<file path="src/design/vpfr_pkg.sv">
// Package for the video payload frame reassembler.
// Holds widths, frame and packet limits, result types and queue sizing.
// No dependencies.
`timescale 1ns / 1ps

package vpfr_pkg;

  localparam int DATA_W           = 8;
  localparam int LEN_W            = 12;
  localparam int OFF_W            = 17;
  localparam int FRAME_BYTES      = 98304;
  localparam int MAX_PACKET_BYTES = 3072;
  localparam int MIN_VALID_LEN    = 2;
  localparam int EOF_BIT          = 1;

  // Write offset must hold FRAME_BYTES itself (frame full).
  localparam int WO_W    = $clog2(FRAME_BYTES + 1);
  // Packet length compares need room for MAX_PACKET_BYTES and position + 1.
  localparam int PLEN_W  = LEN_W + 1;

  localparam int QDEPTH  = 4;
  localparam int QPTR_W  = $clog2(QDEPTH);
  localparam int QCNT_W  = $clog2(QDEPTH + 1);

  typedef enum logic {
    KIND_PAYLOAD = 1'b0,
    KIND_FRAME   = 1'b1
  } kind_e;

  typedef struct packed {
    kind_e               result_kind;
    logic [DATA_W-1:0]   payload_byte;
    logic [OFF_W-1:0]    frame_offset;
    logic                last_result;
  } result_t;

  // Up to two results per beat: slot a first, slot b is always a frame result.
  typedef struct packed {
    logic    push_a;
    logic    push_b;
    result_t a;
  } push_t;

  typedef struct packed {
    logic [QCNT_W-1:0] count;
    logic              room_for_two;
  } qstat_t;

endpackage

</file>
<file path="src/design/vpfr_if.sv">
// Valid/ready channel interfaces for the frame reassembler.
// Depends on vpfr_pkg for field widths.
`timescale 1ns / 1ps

interface vpfr_in_if import vpfr_pkg::*; ();
  logic              valid;
  logic              ready;
  logic [DATA_W-1:0] data_byte;
  logic [LEN_W-1:0]  packet_length;
  logic              packet_ok;

  modport source (output valid, data_byte, packet_length, packet_ok, input ready);
  modport sink   (input valid, data_byte, packet_length, packet_ok, output ready);
endinterface

interface vpfr_out_if import vpfr_pkg::*; ();
  logic              valid;
  logic              ready;
  logic              result_kind;
  logic [DATA_W-1:0] payload_byte;
  logic [OFF_W-1:0]  frame_offset;
  logic              last_result;

  modport source (output valid, result_kind, payload_byte, frame_offset, last_result,
                  input ready);
  modport sink   (input valid, result_kind, payload_byte, frame_offset, last_result,
                  output ready);
endinterface

</file>
<file path="src/design/vpfr_parse.sv">
// Input register, packet tracking state and per-beat result decode.
// Depends on vpfr_pkg and vpfr_in_if.
`timescale 1ns / 1ps

module vpfr_parse import vpfr_pkg::*; (
  input  logic         clk_i,
  input  logic         rst_ni,
  vpfr_in_if.sink      in_i,
  input  logic         room_i,
  output push_t        push_o
);

  logic              vld_q;
  logic [DATA_W-1:0] data_q;
  logic [LEN_W-1:0]  len_q;
  logic              ok_q;

  logic [LEN_W-1:0]  bpos_q, bpos_d;
  logic [DATA_W-1:0] hlen_q, hlen_d;
  logic              eof_q, eof_d;
  logic              acc_q, acc_d;
  logic [WO_W-1:0]   wo_q, wo_d;

  logic              fire;
  logic [PLEN_W-1:0] eff_len;
  logic              pkt_valid;
  logic              pos0;
  logic [DATA_W-1:0] hlen_cur;
  logic              acc_cur;
  logic              eof_cur;
  logic [WO_W:0]     fit_sum;
  logic              emit_byte;
  logic              emit_frame;
  logic [WO_W-1:0]   wo_mid;
  logic              last_beat;

  assign fire     = vld_q && room_i;
  assign in_i.ready = !vld_q || fire;

  always_comb begin
    if (PLEN_W'(len_q) > PLEN_W'(MAX_PACKET_BYTES)) begin
      eff_len = PLEN_W'(MAX_PACKET_BYTES);
    end else if (len_q == '0) begin
      eff_len = PLEN_W'(1);
    end else begin
      eff_len = PLEN_W'(len_q);
    end
  end

  assign pkt_valid = ok_q && (len_q >= LEN_W'(MIN_VALID_LEN));
  assign pos0      = (bpos_q == '0);
  assign hlen_cur  = pos0 ? data_q : hlen_q;
  // Whole payload must fit in what is left of the frame; decided on byte 0.
  assign fit_sum   = (WO_W + 1)'(wo_q) + (WO_W + 1)'(len_q - LEN_W'(data_q));

  always_comb begin
    if (pos0) begin
      acc_cur = pkt_valid && (LEN_W'(data_q) < len_q) &&
                (fit_sum <= (WO_W + 1)'(FRAME_BYTES));
      eof_cur = 1'b0;
    end else begin
      acc_cur = acc_q;
      eof_cur = (bpos_q == LEN_W'(1)) ? (pkt_valid && data_q[EOF_BIT]) : eof_q;
    end
  end

  assign emit_byte  = acc_cur && (bpos_q >= LEN_W'(hlen_cur)) &&
                      (wo_q < WO_W'(FRAME_BYTES));
  assign wo_mid     = wo_q + WO_W'(emit_byte);
  assign last_beat  = (PLEN_W'(bpos_q) + PLEN_W'(1)) >= eff_len;
  assign emit_frame = last_beat && eof_cur && (wo_mid >= WO_W'(FRAME_BYTES));

  always_comb begin
    if (last_beat) begin
      bpos_d = '0;
      hlen_d = '0;
      eof_d  = 1'b0;
      acc_d  = 1'b0;
      wo_d   = eof_cur ? '0 : wo_mid;
    end else begin
      bpos_d = bpos_q + LEN_W'(1);
      hlen_d = hlen_cur;
      eof_d  = eof_cur;
      acc_d  = acc_cur;
      wo_d   = wo_mid;
    end
  end

  always_comb begin
    push_o.push_a = fire && (emit_byte || emit_frame);
    push_o.push_b = fire && emit_byte && emit_frame;
    if (emit_byte) begin
      push_o.a.result_kind  = KIND_PAYLOAD;
      push_o.a.payload_byte = data_q;
      push_o.a.frame_offset = OFF_W'(wo_q);
      push_o.a.last_result  = !emit_frame;
    end else begin
      push_o.a.result_kind  = KIND_FRAME;
      push_o.a.payload_byte = '0;
      push_o.a.frame_offset = '0;
      push_o.a.last_result  = 1'b1;
    end
  end

  always_ff @(posedge clk_i or negedge rst_ni) begin
    if (!rst_ni) begin
      vld_q  <= 1'b0;
      bpos_q <= '0;
      hlen_q <= '0;
      eof_q  <= 1'b0;
      acc_q  <= 1'b0;
      wo_q   <= '0;
    end else begin
      if (in_i.ready) begin
        vld_q <= in_i.valid;
      end
      if (fire) begin
        bpos_q <= bpos_d;
        hlen_q <= hlen_d;
        eof_q  <= eof_d;
        acc_q  <= acc_d;
        wo_q   <= wo_d;
      end
    end
  end

  // Beat payload register.
  always_ff @(posedge clk_i) begin
    if (in_i.valid && in_i.ready) begin
      data_q <= in_i.data_byte;
      len_q  <= in_i.packet_length;
      ok_q   <= in_i.packet_ok;
    end
  end

endmodule

</file>
<file path="src/design/vpfr_outq.sv">
// Small result queue: takes up to two results a cycle, drives one out.
// Depends on vpfr_pkg and vpfr_out_if.
`timescale 1ns / 1ps

module vpfr_outq import vpfr_pkg::*; (
  input  logic         clk_i,
  input  logic         rst_ni,
  input  push_t        push_i,
  vpfr_out_if.source   out_o,
  output qstat_t       stat_o
);

  result_t           mem_q [QDEPTH];
  logic [QPTR_W-1:0] wr_q, rd_q;
  logic [QCNT_W-1:0] cnt_q;
  logic              pop;
  logic [QCNT_W-1:0] n_push;
  logic [QPTR_W-1:0] wr_next;
  result_t           frame_res;
  result_t           head;

  assign pop     = (cnt_q != '0) && out_o.ready;
  assign n_push  = QCNT_W'(push_i.push_a) + QCNT_W'(push_i.push_b);
  assign wr_next = wr_q + QPTR_W'(1);
  assign head    = mem_q[rd_q];

  always_comb begin
    frame_res.result_kind  = KIND_FRAME;
    frame_res.payload_byte = '0;
    frame_res.frame_offset = '0;
    frame_res.last_result  = 1'b1;
  end

  assign out_o.valid        = (cnt_q != '0);
  assign out_o.result_kind  = head.result_kind;
  assign out_o.payload_byte = head.payload_byte;
  assign out_o.frame_offset = head.frame_offset;
  assign out_o.last_result  = head.last_result;

  assign stat_o.count        = cnt_q;
  assign stat_o.room_for_two = (cnt_q <= QCNT_W'(QDEPTH - 2));

  always_ff @(posedge clk_i or negedge rst_ni) begin
    if (!rst_ni) begin
      wr_q  <= '0;
      rd_q  <= '0;
      cnt_q <= '0;
    end else begin
      wr_q  <= wr_q + QPTR_W'(n_push);
      cnt_q <= cnt_q + n_push - QCNT_W'(pop);
      if (pop) begin
        rd_q <= rd_q + QPTR_W'(1);
      end
    end
  end

  always_ff @(posedge clk_i) begin
    if (push_i.push_a) begin
      mem_q[wr_q] <= push_i.a;
    end
    if (push_i.push_b) begin
      mem_q[wr_next] <= frame_res;
    end
  end

endmodule

</file>
<file path="src/design/video_payload_frame_reassembler_unit.sv">
// Channel   Dir  Beat contents
// in_i      in   data_byte, packet_length, packet_ok
// out_o     out  result_kind, payload_byte, frame_offset, last_result
//
// One input beat per cycle sustained while the result queue has room for two;
// an accepted beat goes through the input register, then the result queue.
// Throughput is set by the four-entry result queue: a registered beat is
// processed only while two slots are free. Reset clears packet position
// and frame offset.
// Output stalls back up through the queue to in_i.ready.
// Top level; depends on vpfr_pkg, vpfr_if, vpfr_parse and vpfr_outq.
`timescale 1ns / 1ps

module video_payload_frame_reassembler_unit import vpfr_pkg::*; (
  input  logic        clk_i,
  input  logic        rst_ni,
  vpfr_in_if.sink     in_i,
  vpfr_out_if.source  out_o
);

  push_t  push;
  qstat_t qstat;

  vpfr_parse u_parse (
    .clk_i  (clk_i),
    .rst_ni (rst_ni),
    .in_i   (in_i),
    .room_i (qstat.room_for_two),
    .push_o (push)
  );

  vpfr_outq u_outq (
    .clk_i  (clk_i),
    .rst_ni (rst_ni),
    .push_i (push),
    .out_o  (out_o),
    .stat_o (qstat)
  );

`ifndef SYNTHESIS
  a_queue_bound: assert property (@(posedge clk_i) disable iff (!rst_ni)
    qstat.count <= QCNT_W'(QDEPTH))
    else $error("result queue overflow");

  a_push_order: assert property (@(posedge clk_i) disable iff (!rst_ni)
    push.push_b |-> (push.push_a && push.a.result_kind == KIND_PAYLOAD &&
                     !push.a.last_result))
    else $error("second result without a leading payload byte");

  a_single_last: assert property (@(posedge clk_i) disable iff (!rst_ni)
    (push.push_a && !push.push_b) |-> push.a.last_result)
    else $error("single result not marked last");

  a_push_room: assert property (@(posedge clk_i) disable iff (!rst_ni)
    push.push_a |-> $past(qstat.room_for_two) || qstat.room_for_two ||
                    qstat.count <= QCNT_W'(QDEPTH - 2))
    else $error("push without queue room");
`endif

endmodule

</file>
<file path="src/flat_wrapper.sv">
// flat-port wrapper written by rule: the top's interface ports become plain ports
module video_payload_frame_reassembler_unit_flat import vpfr_pkg::*;
  (clk_i, rst_ni, in_i_valid, in_i_data_byte, in_i_packet_length, in_i_packet_ok, in_i_ready, out_o_valid, out_o_result_kind, out_o_payload_byte, out_o_frame_offset, out_o_last_result, out_o_ready);
  vpfr_in_if in_i_i ();
  vpfr_out_if out_o_i ();
  input  logic clk_i;
  input  logic rst_ni;
  input wire logic [$bits(in_i_i.valid)-1:0] in_i_valid;
  input wire logic [$bits(in_i_i.data_byte)-1:0] in_i_data_byte;
  input wire logic [$bits(in_i_i.packet_length)-1:0] in_i_packet_length;
  input wire logic [$bits(in_i_i.packet_ok)-1:0] in_i_packet_ok;
  output wire logic [$bits(in_i_i.ready)-1:0] in_i_ready;
  output wire logic [$bits(out_o_i.valid)-1:0] out_o_valid;
  output wire logic [$bits(out_o_i.result_kind)-1:0] out_o_result_kind;
  output wire logic [$bits(out_o_i.payload_byte)-1:0] out_o_payload_byte;
  output wire logic [$bits(out_o_i.frame_offset)-1:0] out_o_frame_offset;
  output wire logic [$bits(out_o_i.last_result)-1:0] out_o_last_result;
  input wire logic [$bits(out_o_i.ready)-1:0] out_o_ready;
  assign in_i_i.valid = in_i_valid;
  assign in_i_i.data_byte = in_i_data_byte;
  assign in_i_i.packet_length = in_i_packet_length;
  assign in_i_i.packet_ok = in_i_packet_ok;
  assign in_i_ready = in_i_i.ready;
  assign out_o_valid = out_o_i.valid;
  assign out_o_result_kind = out_o_i.result_kind;
  assign out_o_payload_byte = out_o_i.payload_byte;
  assign out_o_frame_offset = out_o_i.frame_offset;
  assign out_o_last_result = out_o_i.last_result;
  assign out_o_i.ready = out_o_ready;
  video_payload_frame_reassembler_unit u_core (.clk_i(clk_i), .rst_ni(rst_ni), .in_i(in_i_i), .out_o(out_o_i));
endmodule
</file>
<file path="config.mk">
export PLATFORM = sky130hd
export DESIGN_NAME = video_payload_frame_reassembler_unit_flat
export DESIGN_NICKNAME = d
export VERILOG_FILES = /design/src/design/vpfr_pkg.sv /design/src/design/vpfr_if.sv /design/src/design/vpfr_parse.sv /design/src/design/vpfr_outq.sv /design/src/design/video_payload_frame_reassembler_unit.sv /design/src/flat_wrapper.sv
export SDC_FILE = /design/constraint.sdc
export NUM_CORES = 1
export LEC_CHECK = 0
export BUFFER_PORTS_ARGS = -buffer_cell sky130_fd_sc_hd__buf_2
export CAP_MARGIN = 20
export CORE_MARGIN = 5
export CORE_UTILIZATION = 25
export CTS_CLUSTER_SIZE = 30
export DETAILED_ROUTE_END_ITERATION = 8
export GPL_ROUTABILITY_DRIVEN = 1
export PLACE_DENSITY = 0.39
export SLEW_MARGIN = 20
export SYNTH_ARGS = -nofsm -noshare
export SYNTH_HDL_FRONTEND = slang
export SYNTH_HIERARCHICAL = 1
export SYNTH_SLANG_ARGS = --single-unit
</file>
<file path="constraint.sdc">
create_clock -name clk_i -period 7 [get_ports clk_i]
set_input_delay 0.7 -clock clk_i [delete_from_list [all_inputs] [get_ports clk_i]]
set_output_delay 0.7 -clock clk_i [all_outputs]
set_load 0.02 [all_outputs]
</file>
Word-level counts from Yosys, hierarchy flattened. Memories as Yosys holds them, arrays and structs flattened. Cells that the tools add are included.

ROM bits: 0. Bits of input ports: 25. Logic and storage cells: 72. Memories: 1. Bits in writable memories: 108. Latch bits: 0. Output and inout bits: 29. Register bits: 68.

Memory list: u_core.u_outq.mem_q (words 4, width 27, rd ports 1, clocked after memory_dff 0, write ports 2, RTL line vpfr_outq.sv:13) `result_t mem_q [QDEPTH];`.

Divide/modulo/power cells: 0. Bitwise logic cells: 0. Eq/ne operators: 1. Order comparisons: 9. Reduce and logical (&&, ||, !) cells: 21. Mux-type cells: 17. Add/sub/neg operators: 11. Multipliers: 0. Shifts and indexed selects: 0.

Operators by type and width (number): two-way mux 17 bit (2); two-way mux 27 bit (1); zero test 12 bit (2); two-way mux 12 bit (2); adder 17 x 18 -> 18 bit (1); less-or-equal comparator 18 x 17 -> 1 bit, second input constant (1); adder 17 x 1 -> 17 bit (1); greater-or-equal comparator 17 bit, second input constant (1); less-than comparator 17 bit, second input constant (1); two-way mux 8 bit (2); logical AND 1 bit (14); adder 12 x 1 -> 13 bit, second input constant (1); greater-or-equal comparator 13 bit (1); two-way mux 13 bit (1); subtractor 12 x 8 -> 13 bit (1); adder 12 x 1 -> 12 bit, second input constant (1); equality test 12 x 1 -> 1 bit, second input constant (1); greater-or-equal comparator 12 x 2 -> 1 bit, second input constant (1); greater-or-equal comparator 12 x 8 -> 1 bit (1); greater-than comparator 12 bit, second input constant (1); less-than comparator 8 x 12 -> 1 bit (1); two-way mux 1 bit (9); adder 2 x 1 -> 2 bit, second input constant (2); adder 3 x 2 -> 3 bit (1); 7 further kinds (9).

Longest topological paths before layout.
Depth in word-level cells: 15. Depth in mapped cells: 39. Gate-level depth less buffers: 37.

Cells and area by module. Netlist, hierarchy kept.

By module, submodules not included: vpfr_outq (cells an instance 618, area an instance 6796.5 um^2, sequential area each 2337.2 um^2, times used 1); vpfr_parse (cells an instance 589, area an instance 5091.1 um^2, sequential area each 1631.6 um^2, times used 1).

Worst setup path after synthesis. Ideal clock, no wire load.

Kind: register to register. Start point: register u_core.u_parse.data_q[0]. End point: register u_core.u_outq.cnt_q[2]. Cell stages (with the launch flop): 38. Buffers on the path: 1. Slack: -0.103 ns. Period minus slack after synthesis: 7.103 ns. Data arrival time: 6.979 ns. Cells stage by stage: edfxtp_1 -> ha_1 -> fa_1 -> nor2b_1 -> o21ai_0 -> a21oi_1 -> nor2_1 -> nand2_1 -> xnor2_1 -> ha_1 -> and3_4 -> and2_4 -> or4b_1 -> a21oi_1 -> nor3_1 -> nor4_4 -> o21a_4 -> buf_6 -> (+2 left out) -> ha_1 -> nand2_1 -> nor4_1 -> nand2_1 -> nor4_1 -> a21oi_1 -> a211oi_1 -> a22oi_1 -> nand2_1 -> ha_1 -> inv_1 -> ha_1 -> inv_1 -> ha_1 -> inv_1 -> fa_1 -> xor2_1 -> xnor2_1.

RTL lines: from (decl) (RTL line vpfr_parse.sv:14) `logic [DATA_W-1:0] data_q;`; from (signal assigned) (RTL line vpfr_parse.sv:130) `data_q <= in_i.data_byte;`; to (signal assigned) (RTL line vpfr_outq.sv:50) `cnt_q <= cnt_q + n_push - QCNT_W'(pop);`; to (decl) (RTL line vpfr_outq.sv:15) `logic [QCNT_W-1:0] cnt_q;`.

==> flow_metrics.tcl <==
set metrics [dict create \
    status "finished, final reports clean" \
    final_antenna_net_count 0 \
    p_switching_w 0.002508 \
    firstDrtPassIters 5 \
    internal_power_w 0.003358 \
    syn_avg_cell_area_um2 9.849 \
    grt_setup_unrepaired "yes" \
    clkSinkCount 176 \
    track_usage 0.1400 \
    relSlewSlack 0.3077 \
    grt_max_degree 83 \
    critical_path_buf_inv_count 5 \
    multi_input_area_um2 7431 \
    seq_area_um2 3978 \
    nFillCells 4825 \
    grt_pass1_vias 9768 \
    rr_startpoint "u_core/u_parse/data_q[0]" \
    r2r_setup_slack_ns 0.15 \
    holdBufCountCts 0 \
    critical_path.startpoint "u_core/u_parse/data_q[0]" \
    synth_edf_count 21 \
    port_buffers 53 \
    pwr-share-comb 0.539 \
    seq_area_frac_synth 0.3339 \
    critical_path_arrival_ns 7.21 \
    top_level_ports 54 \
    setup.worst_path.start_class "flop" \
    drive_gt1_frac 0.3135 \
    synth_cell_type_count 88 \
    p_clk_frac 0.177 \
    crit_family "simple AND/OR/NAND/NOR gates" \
    synthArstFlopShare 0.2670 \
    finalSetupTns_ns 0 \
    core-area_um2 47350 \
    routed_via_density 5.015 \
    synth_warnings 6 \
    die_area_um2 52010 \
    globalplace.congestion 0.8446 \
    cts_root_buf "clkbuf_16" \
    clock_skew_ns 0.01566 \
    placedCellCount 1893 \
    drcViolationCount 0 \
    wl_um 37260 \
    slew_viol_final 0 \
    dieWidth_um 228.1 \
    antennaDiodeCount 0 \
    syn_area_um2 11890 \
    std_cell_rows 80 \
    path_clk_slew_ns 0.07 \
    slowest_stage "edfxtp_1" \
    cp_max_fo 4 \
    cts-htree-levels 4 \
    dp_hpwl_um 24790 \
    antenna_found_initial 0 \
    die_h_um 228.1 \
    worstMarginPinSlew_ns 1.038 \
    finalNonFillerCells 1977 \
    hp-class "in -> async" \
    p_seq_frac 0.284 \
    path_common_cell "ha_4" \
    area_delta_synth_final_pct 24.12 \
    fin_nets 1432 \
    grt_first_pass_wirelength_um 58150 \
    period_share 0.9788 \
    start_util 0.2511 \
    drt_iter0_markers 631 \
    cpPeakStageDelay_ns 0.43 \
    vias 9915 \
    ir_drop_v 0.0001650 \
    endpoint_kind "flop" \
    fin_hold_ws_ns 0.3413 \
    synth_nets 1290 \
    setup_viol 0 \
    syn_inst 1207 \
    switching_share 0.4276 \
    cts_buffers 17 \
    clk_latency_ns 0.48 \
    place_ws_ns -0.3460 \
    cts_tree "yes" \
    ys_ff_latch 176 \
    maxCapViolCount 0 \
    cp.required_ns 7.36 \
    clk_path_buf_depth 2 \
    p_leak_nw 6.187 \
    worstSetupPathType "reg -> reg" \
    grt.overflow.total 0 \
    fin_area_um2 14760 \
    period_needed_ns 6.852 \
    routedWlPerCell_um 18.85 \
    power.density_nw_per_um2 397.6 \
    max_clock_freq_mhz 145.9 \
    finalHoldViolCount 0 \
    synth_flop_cell "dfxtp_1" \
    post-route-worst-setup-slack_ns 0.1481 \
    dpl_cell_area_um2 13290 \
]
area by class of cell:
type / instances / area share
multi-input combinational: 833 / 0.5036
sequential: 176 / 0.2696
timing repair buffer: 215 / 0.1059
tap: 615 / 0.05215
clock buffer: 19 / 0.03002
inverter: 106 / 0.02713
clock inverter: 13 / 0.01162
per-stage QoR:
step / utilization / power, W
3_5_place_dp: 0.2808 / 0.004658
6_report: 0.3117 / 0.005867
2_1_floorplan: - / 0.003749
5_1_grt: 0.3117 / 0.006290
4_1_cts: 0.3040 / 0.005820
3_3_place_gp: 0.2808 / 0.004642
state kept, by name, indices dropped and copies added, names as in the netlist:
signal,flops
u_core/u_parse/acc_q,1
u_core/u_parse/ok_q,1
u_core/u_outq/mem_q,108
u_core/u_outq/wr_q,2
u_core/u_parse/vld_q,1
u_core/u_parse/wo_q,17
u_core/u_parse/eof_q,1
u_core/u_outq/rd_q,2
u_core/u_parse/bpos_q,12
u_core/u_parse/hlen_q,8
u_core/u_parse/data_q,8
u_core/u_parse/len_q,12
u_core/u_outq/cnt_q,3
worst paths after layout:
check | depth (start not counted) | to
setup / recovery | 36 | u_core/u_outq/cnt_q[2]
min in group clk_i | 1 | u_core/u_parse/len_q[2]
setup reg to reg | 36 | u_core/u_outq/cnt_q[2]
max in group asynchronous | 2 | u_core/u_outq/wr_q[0]
hold / removal | 2 | u_core/u_parse/bpos_q[5]
hold reg to reg | 2 | u_core/u_parse/acc_q
metal layers:
layer,vias to the layer above,GRT usage,part of all wire
met5,-,0,0
met4,0,0.03687,0.014
met3,32,0.02698,0.026
met2,124,0.2285,0.47
met1,4910,0.1907,0.49
li1,4849,-,-
cell usage in the layout (no fill, tap or decap), types with 14 or more instances in the layout:
cell type / instances
ha_4: 14
o221ai_2: 20
ha_1: 41
a21boi_0: 21
nor4b_2: 16
clkbuf_16: 17
nand4bb_1: 25
nand2_1: 104
xor2_1: 17
and3_1: 31
xnor2_1: 17
a21oi_1: 30
a21bo_1: 17
nand3_1: 20
buf_4: 153
mux4_2: 28
a221oi_2: 18
o21ai_0: 32
nand3b_1: 51
edfxtp_1: 21
buf_2: 53
dfrtp_1: 44
dfxtp_1: 108
o221a_1: 25
nor2_1: 43
o221ai_1: 32
inv_1: 99
cells in the mapped netlist (19+ instances only):
| cell type | count | area share |
|---|---|---|
| a21boi_0 | 21 | 0.013 |
| a21oi_1 | 37 | 0.016 |
| and3_1 | 31 | 0.016 |
| buf_2 | 35 | 0.015 |
| clkbuf_1 | 28 | 0.0088 |
| dfrtp_1 | 47 | 0.099 |
| dfxtp_1 | 108 | 0.18 |
| edfxtp_1 | 21 | 0.053 |
| ha_1 | 55 | 0.058 |
| inv_1 | 106 | 0.033 |
| mux4_2 | 28 | 0.053 |
| nand2_1 | 108 | 0.034 |
| nand3_1 | 21 | 0.0088 |
| nand3b_1 | 51 | 0.032 |
| nand4bb_1 | 25 | 0.024 |
| nor2_1 | 46 | 0.015 |
| o21ai_0 | 36 | 0.015 |
| o221a_1 | 25 | 0.024 |
| o221ai_1 | 32 | 0.024 |
| o221ai_2 | 20 | 0.025 |
| xnor2_1 | 21 | 0.015 |
| xor2_1 | 19 | 0.014 |
cells by family (layout without fill, tap and decap cells):
logic type	count (synthesis)	count (layout)	share of synthesized area
xor+xnor	40	40	0.02947
flops	176	176	0.3339
fa+ha+maj	58	58	0.06294
mux	28	28	0.05305
simple gates	391	391	0.2067
buf+inv	198	353	0.08052
compound gates	316	316	0.2334
power by group through the flow:
stage | clock (W) | combinational (W) | sequential, W
floorplan | 0 | 0.00226 | 0.00149
global route | 0.00112 | 0.00346 | 0.00172
detailed placement | 0 | 0.00297 | 0.00169
CTS | 0.00108 | 0.00307 | 0.00167
finish | 0.00104 | 0.00316 | 0.00167
global placement | 0 | 0.00296 | 0.00168
repair_timing:
item / 4_1_cts / 5_1_grt
pin swaps: 21 / 42
gates resized for setup: 35 / 52
endpoints found under the setup margin: 98 / 111
setup buffers: 42 / 12
(Power assumes the default switching activity.)
